`config.mk`:
```
export PLATFORM = sky130hd
export DESIGN_NAME = smb_lane
export DESIGN_NICKNAME = d
export VERILOG_FILES = /design/src/rtl/core/smb_pkg.sv /design/src/rtl/core/smb_lane.sv
export SDC_FILE = /design/constraint.sdc
export NUM_CORES = 2
export LEC_CHECK = 0
export ABC_AREA = 1
export BUFFER_PORTS_ARGS = -buffer_cell sky130_fd_sc_hd__buf_2
export CORE_AREA = 2 2 328 330
export DETAILED_ROUTE_END_ITERATION = 10
export DIE_AREA = 0 0 330 332
export HOLD_SLACK_MARGIN = 0.06
export PLACE_DENSITY = 0.54
export SETUP_SLACK_MARGIN = 0.05
export SLEW_MARGIN = 20
export SYNTH_ARGS = -nofsm -noshare
export SYNTH_HDL_FRONTEND = slang
export SYNTH_SLANG_ARGS = --single-unit
```
`constraint.sdc`:
```
create_clock -name clk -period 6.6 [get_ports clk]
set_input_delay 0.66 -clock clk [delete_from_list [all_inputs] [get_ports clk]]
set_output_delay 0.66 -clock clk [all_outputs]
set_load 0.05 [all_outputs]
```
`src/rtl/core/smb_pkg.sv`:
```
// Shared types and constants of the subpixel mask blend.
package smb_pkg;

	localparam int CHAN_W   = 16;
	localparam int COVER_W  = 8;
	localparam int WEIGHT_W = CHAN_W + COVER_W;
	localparam int PROD_W   = CHAN_W + WEIGHT_W;
	localparam int CFG_IDX_W = 4;

	// Full-scale weight, 255 * 65535.
	localparam logic [WEIGHT_W-1:0] WEIGHT_FULL = 24'd16711425;
	localparam logic [CHAN_W-1:0]   CHAN_MAX    = 16'hffff;
	localparam logic [COVER_W-1:0]  COVER_MAX   = 8'hff;

	// Reciprocal of three for sums of three coverage values.
	localparam int SUM3_W     = 10;
	localparam int RECIP3_W   = 10;
	localparam logic [RECIP3_W-1:0] RECIP3 = 10'd683;
	localparam int RECIP3_SHIFT = 11;

	localparam logic [CFG_IDX_W-1:0] CFG_OVER_RED   = 4'd0;
	localparam logic [CFG_IDX_W-1:0] CFG_OVER_GREEN = 4'd1;
	localparam logic [CFG_IDX_W-1:0] CFG_OVER_BLUE  = 4'd2;
	localparam logic [CFG_IDX_W-1:0] CFG_OVER_ALPHA = 4'd3;

	typedef struct packed {
		logic [COVER_W-1:0] mask_red;
		logic [COVER_W-1:0] mask_green;
		logic [COVER_W-1:0] mask_blue;
		logic [CHAN_W-1:0]  under_red;
		logic [CHAN_W-1:0]  under_green;
		logic [CHAN_W-1:0]  under_blue;
		logic [CHAN_W-1:0]  under_alpha;
	} pixel_t;

	typedef struct packed {
		logic [CHAN_W-1:0] out_red;
		logic [CHAN_W-1:0] out_green;
		logic [CHAN_W-1:0] out_blue;
		logic [CHAN_W-1:0] out_alpha;
	} blended_t;

endpackage

```
`src/rtl/core/smb_lane.sv`:
```
// One colour channel of the blend: weight, products, sum and division by full scale.
module smb_lane (
	input  logic                             clk,
	input  logic [smb_pkg::COVER_W-1:0]      coverage,
	input  logic [smb_pkg::CHAN_W-1:0]       under,
	input  logic                             pass,
	input  logic [smb_pkg::CHAN_W-1:0]       over_c,
	input  logic [smb_pkg::CHAN_W-1:0]       over_alpha,
	output logic [smb_pkg::CHAN_W-1:0]       result
);

	localparam int CW = smb_pkg::CHAN_W;
	localparam int WW = smb_pkg::WEIGHT_W;
	localparam int PW = smb_pkg::PROD_W;

	logic [WW-1:0] w_s2, nw_s2;
	logic [CW-1:0] under_s2, under_s3, under_s4, under_s5;
	logic          pass_s2, pass_s3, pass_s4, pass_s5;
	logic [PW-1:0] po_s3, pu_s3;
	logic [PW-1:0] sum_s4;
	logic [WW-1:0] q1_s5;
	logic [CW-1:0] res_s6;

	// First division step, by 65535: since 2^16 leaves 1 modulo 65535, the
	// digits add up to a remainder below three times the divisor.
	logic [7:0]    h;
	logic [CW-1:0] m, l;
	logic [CW+1:0] r1;
	logic [WW:0]   base1;
	logic [1:0]    corr1;
	logic [WW:0]   q1;

	// Second step, by 255, with the same trick on bytes.
	logic [7:0]    a2, a1, a0;
	logic [9:0]    r2;
	logic [CW:0]   base2;
	logic [1:0]    corr2;
	logic [CW:0]   q2;

	always_comb begin
		h  = sum_s4[PW-1:32];
		m  = sum_s4[31:16];
		l  = sum_s4[15:0];
		r1 = (CW+2)'(h) + (CW+2)'(m) + (CW+2)'(l);
		base1 = {1'b0, h, 16'b0} + (WW+1)'(h) + (WW+1)'(m);
		if (r1 >= (CW+2)'(2 * 65535)) begin
			corr1 = 2'd2;
		end else if (r1 >= (CW+2)'(65535)) begin
			corr1 = 2'd1;
		end else begin
			corr1 = 2'd0;
		end
		q1 = base1 + (WW+1)'(corr1);

		a2 = q1_s5[23:16];
		a1 = q1_s5[15:8];
		a0 = q1_s5[7:0];
		r2 = 10'(a2) + 10'(a1) + 10'(a0);
		base2 = {1'b0, a2, 8'b0} + (CW+1)'(a2) + (CW+1)'(a1);
		if (r2 >= 10'd765) begin
			corr2 = 2'd3;
		end else if (r2 >= 10'd510) begin
			corr2 = 2'd2;
		end else if (r2 >= 10'd255) begin
			corr2 = 2'd1;
		end else begin
			corr2 = 2'd0;
		end
		q2 = base2 + (CW+1)'(corr2);
	end

	always_ff @(posedge clk) begin
		w_s2     <= WW'(coverage) * WW'(over_alpha);
		nw_s2    <= smb_pkg::WEIGHT_FULL - WW'(WW'(coverage) * WW'(over_alpha));
		under_s2 <= under;
		pass_s2  <= pass;

		po_s3    <= PW'(over_c) * PW'(w_s2);
		pu_s3    <= PW'(under_s2) * PW'(nw_s2);
		under_s3 <= under_s2;
		pass_s3  <= pass_s2;

		sum_s4   <= po_s3 + pu_s3;
		under_s4 <= under_s3;
		pass_s4  <= pass_s3;

		q1_s5    <= q1[WW-1:0];
		under_s5 <= under_s4;
		pass_s5  <= pass_s4;

		res_s6   <= pass_s5 ? under_s5 : q2[CW-1:0];
	end

	assign result = res_s6;

endmodule

```
== After elaboration in Yosys (flattened, before gate mapping) ==
Cells that the tools add are included.

* Bits in registers: 276
* Bits in latches: 0
* Memory bits (writable): 0
* Bits in read-only memories: 0
* Input port bits: 58
* Output and inout port bits: 16
* Word-level logic and storage cells: 41
* Memories: 0

* $add $sub $neg: 12
* Multipliers: 3
* Div/mod/pow operators: 0
* $lt $le $gt $ge: 5
* Equality and inequality tests: 0
* Shifts and indexed selects: 0
* Multiplexer cells: 6
* Bitwise operators: 0
* Reductions and logical operators: 0

{| class="wikitable"
|+ Operators by type and width
! operator !! number
|-
| multiplier 16 x 24 -> 40 bit || 2
|-
| adder 40 bit || 1
|-
| adder 16 x 8 -> 16 bit || 2
|-
| adder 24 x 16 -> 24 bit || 1
|-
| adder 24 x 2 -> 24 bit || 1
|-
| adder 24 x 8 -> 24 bit || 1
|-
| multiplier 8 x 16 -> 24 bit || 1
|-
| subtractor 24 bit, first input constant || 1
|-
| adder 17 x 16 -> 18 bit || 1
|-
| >= comparator 18 x 16 -> 1 bit, second input constant || 1
|-
| >= comparator 18 x 17 -> 1 bit, second input constant || 1
|-
| adder 8 x 16 -> 17 bit || 1
|-
| adder 16 x 2 -> 16 bit || 1
|-
| two-way mux 16 bit || 1
|-
| adder 9 x 8 -> 10 bit || 1
|-
| >= comparator 10 bit, second input constant || 1
|-
| >= comparator 10 x 8 -> 1 bit, second input constant || 1
|-
| >= comparator 10 x 9 -> 1 bit, second input constant || 1
|-
| adder 8 x 8 -> 9 bit || 1
|-
| two-way mux 2 bit || 3
|-
| two-way mux 1 bit || 2
|}

== Logic depth before layout (Yosys ltp) ==
* Word-level depth: 8
* Mapped depth: 32
* Depth with buffers taken out: 32

== Worst setup path before layout ==
Ideal clock, no wire load.

* Kind: in2reg
* Start point: input port over_c[1] in the netlist's numbering
* End point: register po_s3[32]
* Library setup time: 0.112 ns
* Arrival time: 5.549 ns
* Required time: 6.488 ns
* Path slack: 0.938 ns
* Stages on the path: 24
* Path buffers: 1
* Path through: clkbuf_1 -> nand2_1 -> fa_1 -> inv_1 -> fa_1 -> inv_1 -> fa_1 -> inv_1 -> fa_1 -> fa_1 -> inv_1 -> fa_1 -> inv_1 -> ha_1 -> a21oi_1 -> inv_1 -> a31oi_1 -> o21ai_0 -> a21oi_1 -> o21bai_1 -> nand2_1 -> nand2_1 -> nand2_1 -> nand2_1

* Word-level cells in the longest chain between the ends: 1

{| class="wikitable"
|+ Ends and longest elaborated chain
! element !! line !! source
|-
| from (decl) || smb_lane.sv:7 || <nowiki>input logic [smb_pkg::CHAN_W-1:0] over_c,</nowiki>
|-
| multiplier 16 x 24 -> 40 bit || smb_lane.sv:78 || <nowiki>po_s3 <= PW'(over_c) * PW'(w_s2);</nowiki>
|-
| to (signal assigned) || smb_lane.sv:78 ||
|-
| to (decl) || smb_lane.sv:19 || <nowiki>logic [PW-1:0] po_s3, pu_s3;</nowiki>
|}

No other way between the ends.

== Worst setup path after layout ==
* Start point: register under_s2[11]
* End point: register pu_s3[38]

* Word-level cells in the longest chain between the ends: 1

{| class="wikitable"
|+ Ends and longest elaborated chain
! element !! line !! source
|-
| from (decl) || smb_lane.sv:17 || <nowiki>logic [CW-1:0] under_s2, under_s3, under_s4, under_s5;</nowiki>
|-
| from (signal assigned) || smb_lane.sv:75 || <nowiki>under_s2 <= under;</nowiki>
|-
| multiplier 16 x 24 -> 40 bit || smb_lane.sv:79 || <nowiki>pu_s3 <= PW'(under_s2) * PW'(nw_s2);</nowiki>
|-
| to (signal assigned) || smb_lane.sv:79 ||
|-
| to (decl) || smb_lane.sv:19 ||
|}

No other way between the ends.

==> impl_metrics.env <==
export IMPL_status="finished with violations"
export IMPL_violations="DRC"
export IMPL_synthSimpleGateAreaFrac_pct=17.85
export IMPL_cts_root_buf="clkbuf_16"
export IMPL_finalHoldViolCount=0
export IMPL_ys_warn_count=0
export IMPL_relSlewSlack_pct=34.41
export IMPL_timing_final_crit_share_pct=93.79
export IMPL_multi_input_area_um2=30220
export IMPL_async_reset_ff_share_pct=0
export IMPL_gp_congestion=0.9142
export IMPL_first_pass_iters=8
export IMPL_antenna_found_initial=0
export IMPL_nFillCells=11060
export IMPL_min_period_ns=6.190
export IMPL_grt_max_degree=26
export IMPL_wl_um=114400
export IMPL_clk_pin_slew_worst_paths_ns=0.07
export IMPL_ys_flop_type="dfxtp_1"
export IMPL_ys_seq_elements=275
export IMPL_cp_arrival_ns=6.66
export IMPL_critical_path_max_stage_delay_ns=0.83
export IMPL_fp_coreArea_um2=106300
export IMPL_synth_top_family_by_area="adder cells"
export IMPL_setup_tns_ns=0
export IMPL_dr_total_vias=32770
export IMPL_synthDistinctLibCells=45
export IMPL_die_h_um=332
export IMPL_cts_made_buffers=36
export IMPL_drtIter0Drc=1613
export IMPL_initial_core_util_pct=39.53
export IMPL_syn_cell_area_um2=42020
export IMPL_worst_pin_slew_ns=0.9825
export IMPL_worst_hold_path_type="input pin to register"
export IMPL_vias_per_cell=4.719
export IMPL_gr_total_overflow=0
export IMPL_grt_pass1_wl_um=187400
export IMPL_cp_end_kind="register"
export IMPL_yosys_mux_area_fraction_pct=0
export IMPL_grt_pass1_vias=34480
export IMPL_io_buffer_count=73
export IMPL_rsz0062_at_grt="false"
export IMPL_die_x_um=330
export IMPL_cp_data_required_time_ns=7.07
export IMPL_wl_met1_um=52370
export IMPL_syn_instance_count=5493
export IMPL_wl_met3_um=4108
export IMPL_layout_drive_gt1_share_pct=4.981
export IMPL_fmax_mhz=161.5
export IMPL_setup_viol=0
export IMPL_register_area_um2=5510
export IMPL_dieArea_um2=109600
export IMPL_synthToLayoutAreaGrowth_pct=8.239
export IMPL_nNetsFinal=6658
export IMPL_htree_levels=2
export IMPL_io_pins=74
export IMPL_cp_start_kind="register"
export IMPL_synth_fa_ha_area_share_pct=45.25
export IMPL_drv_cap=0
export IMPL_yosysSeqAreaShare_pct=13.10
export IMPL_worstSetupPathType="register to register"
export IMPL_avgSynthCellArea_um2=7.650
export IMPL_syn_num_nets=6638
export IMPL_clock_latency_ns=0.56
export IMPL_drtAntennaViolNets=0
export IMPL_wl_per_cell_um=16.48
export IMPL_met2_length_um=55730
export IMPL_dp_hpwl_um=97530
export IMPL_synth_compound_area_share_pct=5.547
export IMPL_drc=8
export IMPL_synth_xor_area_share_pct=3.269
export IMPL_top_layer_used="met4"
export IMPL_finalClockSkew_ns=0.02386
export IMPL_critPathMaxFanout=15
export IMPL_path_cells="buf_4, nand2_1, inv_1, fa_1, inv_1, fa_1, fa_1, inv_1, fa_1, fa_1, inv_1, fa_1, inv_1, ha_1, nand2_1, nor2_1, inv_1, nor4_1, buf_4, o21ai_0, nand3_1, xor2_1"
export IMPL_clock_sinks=275
export IMPL_tritoncts="built"
export IMPL_rows=120
export IMPL_slew_violations=0
export IMPL_cts_root_to_sink_buffers=3
export IMPL_crit_slowest_cell="dfxtp_1"
export IMPL_synth_edf_count=0
export IMPL_grt_usage_pct=21.58
[routing by layer]
metal / vias up / track usage [%]
met5: - / 0
met3: 110 / 1.666
met1: 15960 / 29.53
li1: 16040 / -
met4: 0 / 4.400
met2: 668 / 37.32
[critical path, delay by kind of cell (launching register included)]
family | cells | cell delay [ns]
compound gates | 1 | 0.09
xor+xnor | 1 | 0.16
fa+ha+maj | 7 | 3.15
buf+inv | 8 | 0.97
flops | 1 | 0.83
simple gates | 5 | 0.91
[sequential cells by signal (all words and copies together), names as in the netlist, 16 cells and up]
name and count:
nw_s2 24, po_s3 40, pu_s3 40, q1_s5 24, result 16, sum_s4 40, under_s2 16, under_s3 16
under_s4 16, under_s5 16, w_s2 23
[cell usage in the layout, fill, tap and decap left out, types with 12 or more instances in the layout]
master / Yosys / final
nor3_1: 21 / 21
xor2_1: 114 / 114
dfxtp_1: 275 / 271
ha_1: 366 / 366
inv_1: 1479 / 1479
a31oi_1: 31 / 31
nor2_1: 249 / 249
a21oi_1: 182 / 182
nand4_1: 39 / 39
o21bai_1: 19 / 19
a21o_1: 22 / 22
o21ai_0: 111 / 111
buf_4: 0 / 103
o21a_1: 12 / 12
fa_1: 721 / 721
nand2_1: 1415 / 1415
nand3_1: 113 / 113
buf_2: 0 / 73
xnor2_1: 41 / 41
clkbuf_16: 0 / 36
[worst paths after layout]
path / from / end / slack (ns) / cells after the start
max: under_s2[11] / pu_s3[38] / 0.41 / 22
min reg2reg: under_s3[8] / under_s4[8] / 0.32 / 0
min: under[0] / under_s2[0] / 0.19 / 1
max reg2reg: under_s2[11] / pu_s3[38] / 0.41 / 22
[cells by family (layout without fill, tap and decap cells)]
group | after synthesis | after routing
and+or+nand+nor | 1885 | 1885
buffers and inverters | 1677 | 1725
adders and majority gates | 1087 | 1087
AOI/OAI and AO/OA | 413 | 413
DFF | 275 | 275
xor gates and xnor gates | 156 | 156
other | 0 | 1
[final cells by class]
type,instances,share of cell area [%]
flip-flops and latches,275,12.12
repair buffers,177,2.547
clock inverters,27,0.7950
inverters,1482,12.23
diodes,1,0.005502
well taps,1403,3.860
clock buffers,39,2.005
multi-input cells,3541,66.44
[metrics by stage]
stage / cell area [µm²] / setup WS [ns] / hold WS [ns] / util, % / std cells
after global routing: 45480 / 0.07327 / 0.1793 / 42.78 / 6944
after detailed placement: 44200 / 0.2286 / 0.3121 / 41.58 / 6878
after floorplan: 42020 / 0.9385 / 0.3096 / - / 5493
after global placement: 44200 / 0.2113 / 0.3102 / 41.58 / 6878
after CTS: 45470 / 0.3283 / 0.1581 / 42.78 / 6944
final: 45480 / 0.4097 / 0.1917 / 42.79 / 6945
[Yosys cell counts, drive strengths merged, types with 2 or more instances]
cell / n / area share [%]
ha: 366 / 11
dfxtp: 275 / 13
o21a: 12 / 0.21
o2111ai: 2 / 0.042
o211ai: 9 / 0.16
a221oi: 2 / 0.042
clkbuf: 194 / 1.7
o21bai: 19 / 0.34
nor4: 9 / 0.13
nand3b: 10 / 0.18
a21oi: 184 / 2.2
o21ai: 118 / 1.4
nor2: 259 / 2.4
nor3: 21 / 0.25
inv: 1482 / 13
and2: 3 / 0.045
o221ai: 3 / 0.063
a31oi: 31 / 0.46
a211oi: 2 / 0.036
and3: 2 / 0.030
xnor2: 41 / 0.85
nand3: 115 / 1.4
o31ai: 3 / 0.054
a21boi: 4 / 0.071
a21o: 22 / 0.39
nand2: 1425 / 13
fa: 721 / 34
nand4: 39 / 0.58
xor2: 115 / 2.4
or2: 2 / 0.030
[what timing repair did]
action / in CTS / in global routing
buffers inserted: 0 / 0
hold buffers: 0 / 0
setup endpoints to repair: 0 / 2
gates resized for setup: 0 / 4
Power is left out: the tool's default activity adds up to more than one toggle a clock period on the data nets, which glitch-free logic cannot reach.
